<file path="config.mk">
export PLATFORM = sky130hd
export DESIGN_NAME = hpt_fifo
export DESIGN_NICKNAME = d
export VERILOG_FILES = /design/src/design/hpt_pkg.sv /design/src/design/hpt_fifo.sv
export SDC_FILE = /design/constraint.sdc
export NUM_CORES = 1
export LEC_CHECK = 0
export ABC_AREA = 0
export BUFFER_PORTS_ARGS = -buffer_cell sky130_fd_sc_hd__clkbuf_2
export CORE_MARGIN = 2
export CORE_UTILIZATION = 55
export DETAILED_ROUTE_END_ITERATION = 7
export GPL_ROUTABILITY_DRIVEN = 0
export GPL_TIMING_DRIVEN = 0
export HOLD_SLACK_MARGIN = 0.1
export PLACE_DENSITY = 0.82
export RECOVER_POWER = 100
export SLEW_MARGIN = 10
export SYNTH_ARGS = -nofsm -noshare
export SYNTH_HDL_FRONTEND = slang
export SYNTH_SLANG_ARGS = --single-unit
</file>
<file path="constraint.sdc">
create_clock -name clock -period 2.3 [get_ports clock]
set_clock_uncertainty 0.15 [all_clocks]
set_input_delay 0.345 -clock clock [delete_from_list [all_inputs] [get_ports clock]]
set_output_delay 0.345 -clock clock [all_outputs]
set_load 0.01 [all_outputs]
</file>
<file path="src/design/hpt_pkg.sv">
// shared types and constants for the homogeneous point transform unit
`default_nettype none

package hpt_pkg;

   localparam int HPT_FRAC_BITS = 16;
   localparam int HPT_NUM_PAIRS = 8;
   localparam int HPT_CSR_IDX_W = 8;
   localparam int HPT_COORD_W   = 32;
   localparam int HPT_QUEUE_DEPTH = 4;

   localparam logic [63:0] HPT_PAIR_RESET [HPT_NUM_PAIRS] = '{
      64'h0000_0000_0001_0000, 64'h0, 64'h0001_0000_0000_0000, 64'h0,
      64'h0, 64'h0000_0000_0001_0000, 64'h0, 64'h0001_0000_0000_0000
   };

   typedef enum logic {
      CMD_POINT  = 1'b0,
      CMD_VECTOR = 1'b1
   } cmd_type;

   typedef struct packed {
      cmd_type            command;
      logic signed [31:0] in_x;
      logic signed [31:0] in_y;
      logic signed [31:0] in_z;
   } req_word_type;

   typedef struct packed {
      logic signed [31:0] out_x;
      logic signed [31:0] out_y;
      logic signed [31:0] out_z;
      logic               saturated;
      logic               w_zero;
   } rsp_word_type;

   typedef struct packed {
      logic full;
      logic empty;
   } q_status_type;

endpackage

`default_nettype wire

</file>
<file path="src/design/hpt_fifo.sv">
// small queue between front and back
`default_nettype none

module hpt_fifo
   import hpt_pkg::*;
#(
   parameter int DATA_W = 8,
   parameter int DEPTH  = HPT_QUEUE_DEPTH,
   localparam int PTR_W = $clog2(DEPTH),
   localparam int CNT_W = $clog2(DEPTH + 1)
) (
   input  wire logic              clock,
   input  wire logic              reset,
   input  wire logic              push,
   input  wire logic [DATA_W-1:0] push_data,
   input  wire logic              pop,
   output logic [DATA_W-1:0]      head_data,
   output q_status_type           status
);

   logic [DATA_W-1:0] mem_ff [DEPTH];
   logic [PTR_W-1:0]  wr_ff, wr_in, rd_ff, rd_in;
   logic [CNT_W-1:0]  cnt_ff, cnt_in;

   assign status.full  = (cnt_ff == CNT_W'(DEPTH));
   assign status.empty = (cnt_ff == '0);
   assign head_data    = mem_ff[rd_ff];

   always_comb begin
      wr_in  = wr_ff;
      rd_in  = rd_ff;
      cnt_in = cnt_ff;
      if (push) wr_in = (wr_ff == PTR_W'(DEPTH - 1)) ? '0 : wr_ff + 1'b1;
      if (pop)  rd_in = (rd_ff == PTR_W'(DEPTH - 1)) ? '0 : rd_ff + 1'b1;
      if (push && !pop) cnt_in = cnt_ff + 1'b1;
      if (pop && !push) cnt_in = cnt_ff - 1'b1;
   end

   always_ff @(posedge clock) begin
      if (reset) begin
         wr_ff  <= '0;
         rd_ff  <= '0;
         cnt_ff <= '0;
      end else begin
         wr_ff  <= wr_in;
         rd_ff  <= rd_in;
         cnt_ff <= cnt_in;
      end
   end

   always_ff @(posedge clock) begin
      if (push) mem_ff[wr_ff] <= push_data;
   end

`ifndef ASSERT_OFF
   a_no_overflow: assert property (@(posedge clock) disable iff (reset)
      push |-> !status.full) else $error("queue push while full");
   a_no_underflow: assert property (@(posedge clock) disable iff (reset)
      pop |-> !status.empty) else $error("queue pop while empty");
   a_count_step: assert property (@(posedge clock) disable iff (reset)
      (push && !pop) |=> (cnt_ff == $past(cnt_ff) + 1'b1))
      else $error("queue count did not follow push");
`endif

endmodule

`default_nettype wire

</file>
==> metrics.md, run 1 <==
| Metric | Value |
|---|---|
| Synth top area cells | `edfxtp_1 (60%), dfxtp_1 (11%), mux4_2 (11%)` |
| Reg2reg path depth | `5` |
| N_diodes | `0` |
| FILL cells | `roughly 210` |
| CTS tree | `built` |
| Seq pwr share | `0.635` |
| Register area | `1140 um^2` |
| Ys async rst share | `0` |
| Clk buf depth | `2` |
| Pins Over Slew Limit | `0` |
| Clock sinks | `41` |
| Crit share post-route | `0.862` |
| Synth warnings | `0` |
| Hold path depth | `3` |
| Final Hold Viols | `0` |
| ANT nets after route | `0` |
| Mapped Cells | `90` |
| Max Cap Viol | `0` |
| Worst skew pair latency | `330 ps` |
| Cell Area, Synth | `1610 um^2` |
| Busiest grt layer | `met2` |
| Avg WL per Cell | `around 15 um` |
| Relative slew slack | `0.580` |
| Main synth FF type | `edfxtp_1` |
| Combinational power share | `0.127` |
| Pwr/cell area | `720 nW/um^2` |
| CP arrival | `1490 ps` |
| CTS resizes | `0` |
| Share of cells above drive strength 1 | `0.141` |
| Worst Path Max Fanout | `8` |
| Sequential share of the synthesized area | `0.711` |
| Die Y-Extent | `58.0 um` |
| Layout area overhead | `16.2%` |
| # IOs | `22` |
| Top Family by Delay on Critical Path | `multiplexers` |
| Syn Area/Cell | `17.8 um^2` |
| Overall Global Routing Usage | `0.174` |
| Setup TNS Final | `0 ps` |
| Post-synth EDFFs | `32` |
| Post-CTS Setup Inserts | `0` |
| Status | `finished, final reports clean` |
| Port buffer count | `21` |
| Starting Density | `0.582` |
| CP Capture Type | `output pin` |
| Hold Slack | `217 ps` |
| Top cells by count, synth | `edfxtp_1 (32), dfxtp_1 (9), mux4_2 (8)` |
| Total wire length | `2440 um` |
| Drt initial violations | `12` |
| Largest net degree at the start of global routing | `13` |
| FF+latch count, synth | `between 40 and 50` |
| Synth area leader | `edfxtp_1` |
| DRC | `0` |
| CP required | `1800 ps` |
| Setup violations, final | `0` |
| Vias per inst | `~5.2` |
| Switch Pwr | `308 uW` |
| Clock network power share | `0.238` |
| Area share of the largest cell type after synthesis | `0.599` |
| Switch share | `0.230` |
| Multi-input logic area | `around 420 um^2` |
| Router iterations before antenna repair | `4` |
| Fin util | `0.676` |
| Vias in the first global route | `870` |
| Worst hold path type | `input pin to register` |
| Maximum vdd drop | `0.000573 V` |
| Clock transition at path regs | `100 ps` |
| Worst-Margin Slew | `630 ps` |
| Total power draw | `1340 uW` |
| Setup Crit Path Kind | `register to output pin` |
| Synthesized Nets | `109` |
| GR Overflow Total | `0` |
| Critical Path, Cell by Cell | `buf_6 > mux4_2 > clkbuf_1` |
| Initial antenna violation count | `0` |
| Via count | `827` |
| Die width | `58.0 um` |
| Row cnt | `19` |
| Core area | `2760 um^2` |
| Post-synth cell types | `18` |
| RSZ-0062 raised after global routing | `false` |
| Slowest stage delay, CP | `510 ps` |
| Slowest-stage cell, CP | `mux4_2` |
| Minimum clock period | `1980 ps` |
| GR Util met1 | `0.192` |
| First-pass GRT wire length | `3960 um` |
| Crit. path cell count | `3` |
| Layout net count | `146` |
| CP Buf/Inv Count | `2` |
| CTS buffer count | `5` |
| Peak Freq | `0.504 GHz` |
| Static Leak | `0.000656 uW` |
| H-Tree Depth | `2` |
| Die footprint | `3370 um^2` |
| Most common cell in the synthesized netlist | `edfxtp_1` |
| Clk root buf | `clkbuf_4` |
| Cell internal pwr | `1030 uW` |
| HPWL Detailed | `1670 um` |
| GR Util met3 | `0.0603` |
| Met2 Track Usage GR | `0.292` |
| Critical path launch point type | `register` |
-- worst paths after layout --
| kind | from | to | slack, ps |
|---|---|---|---|
| worst min-delay path | pop | register | 220 |
| worst min register to register | cnt_ff[2] | cnt_ff[2] | 370 |
| worst max-delay path | register | head_data[5] | 320 |
| worst max register to register | cnt_ff[0] | cnt_ff[2] | 550 |
-- sequential cells by signal, indices dropped and copies added, names as in the netlist, named ones only --
name / flops
mem_ff: 32
cnt_ff: 3
rd_ff: 2
wr_ff: 2
-- cells by family (layout without fill, tap and decap cells) --
logic type,Yosys count,after routing,share of synthesized area
multiplexers,10,10,0.125
AO/OA/AOI/OAI,5,5,0.0156
XOR/XNOR,2,2,0.0109
flip-flops,41,41,0.711
AND/OR/NAND/NOR,16,16,0.0522
buffers and inverters,9,47,0.0265
adder cells (fa/ha/maj),7,7,0.0592
-- stage by stage --
| step | setup slack, ps | cell area (um^2) | cells |
|---|---|---|---|
| floorplan | 537 | 1610 | 90 |
| global placement | 333 | 1750 | 142 |
| detailed placement | 254 | 1750 | 142 |
| CTS | 281 | 1890 | 159 |
| global route | 242 | 1870 | 159 |
| finish | 318 | 1870 | 159 |
-- cell usage in the layout, fill, tap and decap left out, drive strengths merged, types with 4 or more instances in the layout --
| cell | n |
|---|---|
| a21oi | 4 |
| clkbuf | 29 |
| inv | 7 |
| edfxtp | 32 |
| and2 | 4 |
| ha | 6 |
| mux4 | 8 |
| nor2 | 7 |
| dlygate4sd3 | 9 |
| dfxtp | 9 |
-- worst register-to-register path, delay by kind of cell, from the launching register on --
family | cells | cell delay, ps
fa+ha+maj | 1 | 440
flops | 1 | 380
simple gates | 1 | 320
xor+xnor | 1 | 170
compound gates | 1 | 140
buf+inv | 1 | 90
-- what timing repair did --
item | CTS | global route
endpoints found under the setup margin | 0 | 0
hold buffers | 9 | 0
endpoints found under the hold margin | 35 | 0
-- power groups by stage --
| stage | combinational, uW | sequential (uW) | clock, uW |
|---|---|---|---|
| 3_5_place_dp | 169 | 870 | 0 |
| 3_3_place_gp | 161 | 867 | 0 |
| 2_1_floorplan | 108 | 865 | 0 |
| 5_1_grt | 189 | 857 | 351 |
| 6_report | 170 | 853 | 319 |
| 4_1_cts | 181 | 853 | 333 |
-- routing by layer --
| metal | wire, um | share of wire |
|---|---|---|
| met2 | 1300 | 0.54 |
| met5 | 0 | 0 |
| met1 | 948 | 0.39 |
| met4 | 63 | 0.026 |
| met3 | 118 | 0.048 |
-- final cells by class --
class,count,share of cell area
clock inverter,1,0.00201
multi-input combinational,40,0.226
tap,31,0.0208
timing repair buffer,30,0.0926
buffer,2,0.00872
clock buffer,7,0.0241
inverter,7,0.0141
sequential,41,0.612
Note: power is estimated with default switching activity, not from simulation.
==> run 2, diff against run 1 <==
--- a/config.mk
+++ b/config.mk
@@ -13,6 +13,7 @@
 export GPL_ROUTABILITY_DRIVEN = 0
 export GPL_TIMING_DRIVEN = 0
 export HOLD_SLACK_MARGIN = 0.1
+export MAX_ROUTING_LAYER = met4
 export PLACE_DENSITY = 0.82
 export RECOVER_POWER = 100
 export SLEW_MARGIN = 10
==> run 2 against run 1 <==
  * Register-to-register slack hardly changed
  * Global-route usage up 0.60 points
  * Die area unchanged
  * Critical path type unchanged
==> metrics.md, run 2 (same netlist as run 1, synthesis figures left out) <==
| Metric | Value |
|---|---|
| Starting Density | `0.582` |
| Hold path depth | `3` |
| Switch Pwr | `just over 300 uW` |
| Design area | `1870 um^2` |
| Largest net degree at the start of global routing | `13` |
| CTS tree | `built` |
| CP required | `about 1800 ps` |
| R2R Path Start | `cnt_ff[0]` |
| HPWL Detailed | `approximately 1700 um` |
| Initial antenna violation count | `0` |
| Most frequent cells in the layout | `edfxtp_1 (32), clkbuf_1 (20), dfxtp_1 (9), dlygate4sd3_1 (9), mux4_2 (8)` |
| CTS resizes | `0` |
| First-pass GRT wire length | `3960 um` |
| Seq pwr share | `0.635` |
| Clk root buf | `clkbuf_4` |
| CP Capture Type | `output pin` |
| Avg WL per Cell | `around 15 um` |
| Total power draw | `approximately 1300 uW` |
| Share of cells above drive strength 1 | `0.141` |
| Crit share post-route | `0.863` |
| Setup ws final | `315 ps` |
| Pwr/cell area | `720 nW/um^2` |
| CP arrival | `1490 ps` |
| RSZ-0062 raised after global routing | `false` |
| Relative slew slack | `0.575` |
| Layout net count | `146` |
| Max Cap Viol | `0` |
| N_diodes | `0` |
| Reg2reg path depth | `5` |
| Critical path launch point type | `register` |
| Status | `finished, final reports clean` |
| Total wire length | `2420 um` |
| Maximum vdd drop | `0.000573 V` |
| Worst hold path type | `input pin to register` |
| Setup TNS Final | `0 ps` |
| Layout area overhead | `16.2%` |
| Port buffer count | `21` |
| Reg with most FFs | `mem_ff` |
| DRC | `0` |
| Router iterations before antenna repair | `4` |
| ANT nets after route | `0` |
| Vias in the first global route | `866` |
| H-Tree Depth | `2` |
| Setup Crit Path Kind | `register to output pin` |
| Die width | `58.0 um` |
| Switch share | `0.230` |
| Setup violations, final | `0` |
| Overall Global Routing Usage | `0.180` |
| Die Y-Extent | `58.0 um` |
| Final Hold Viols | `0` |
| Pins Over Slew Limit | `0` |
| Via count | `837` |
| Reg2Reg Setup Slack | `550 ps` |
| Core area | `2760 um^2` |
| Clock network power share | `0.238` |
| Placed cell areas | `1750 um^2` |
| Row cnt | `19` |
| Commonest non-fill, non-tap cell in the layout | `edfxtp_1` |
| Clk buf depth | `2` |
| CTS buffer count | `5` |
| Worst skew pair latency | `340 ps` |
| Vias per inst | `about 5.3` |
| Max FFs per register | `32` |
| Worst r2r dst | `cnt_ff[2]` |
| Clock sinks | `41` |
| Biggest regs | `mem_ff (32), cnt_ff (3)` |
| Peak Freq | `0.504 GHz` |
| Hold Path Origin | `pop` |
| Worst-Margin Slew | `637 ps` |
| Dpl ws | `254 ps` |
| Static Leak | `0.000656 uW` |
| Clock transition at path regs | `100 ps` |
| Minimum clock period | `~2000 ps` |
| Die footprint | `between 3000 and 4000 um^2` |
| Cell internal pwr | `1030 uW` |
| Drt initial violations | `13` |
| Worst Path Max Fanout | `8` |
| GR Overflow Total | `0` |
| # IOs | `22` |
| Combinational power share | `0.127` |
-- run 2: cell counts in the layout (fill, tap and decap cells not counted) --
No cell type changed its count.
-- run 2: power by group through the flow --
| stage | clock network [uW] | logic (uW) | registers (uW) |
|---|---|---|---|
| 6_report | 319 | 170 | 853 |
| 5_1_grt | 351 | 189 | 857 |
| 4_1_cts | 333 | 181 | 853 |
| 3_5_place_dp | 0 | 169 | 870 |
| 3_3_place_gp | 0 | 161 | 867 |
| 2_1_floorplan | 0 | 108 | 865 |
-- run 2: what timing repair did --
| item | 4_1_cts | 5_1_grt |
|---|---|---|
| hold buffers | 9 | 0 |
| endpoints found under the hold margin | 35 | 0 |
| setup buffers | 0 | 0 |
-- run 2: area by class of cell --
class	count	area (um^2)
fillers	209	892
inverters	7	26.3
clock buffers	7	45.0
repair buffers	30	173
plain buffers	2	16.3
clock inverters	1	3.75
flip-flops and latches	41	1140
well taps	31	38.8
multi-input cells	40	422
-- run 2: worst max-delay path by stage --
stage	slack, ps	endpoint	cells past startpoint
2_1_floorplan	540	cnt_ff[2]	7
3_3_place_gp	330	cnt_ff[2]	8
3_5_place_dp	250	cnt_ff[2]	8
4_1_cts	280	head_data[5]	3
5_1_grt	240	head_data[5]	3
6_report	310	head_data[5]	3
-- run 2: layer usage --
layer,GRT usage,part of all wire,up-vias
met5,-,0,-
met4,0.0997,0.027,0
met3,0.0603,0.049,6
met2,0.292,0.53,25
met1,0.194,0.39,397
li1,-,-,409
-- run 2: through the flow --
step / hold WS, ps / std cells / util
3_5_place_dp: 350 / 142 / 0.634
4_1_cts: 180 / 159 / 0.685
3_3_place_gp: 338 / 142 / 0.634
2_1_floorplan: 264 / 90 / -
5_1_grt: 241 / 159 / 0.676
6_report: 216 / 159 / 0.676
-- run 2: worst max-delay path: stages, from the launching register on --
cell	delay, ps
dfxtp_1	340
buf_6	160
mux4_2	510
clkbuf_1	150
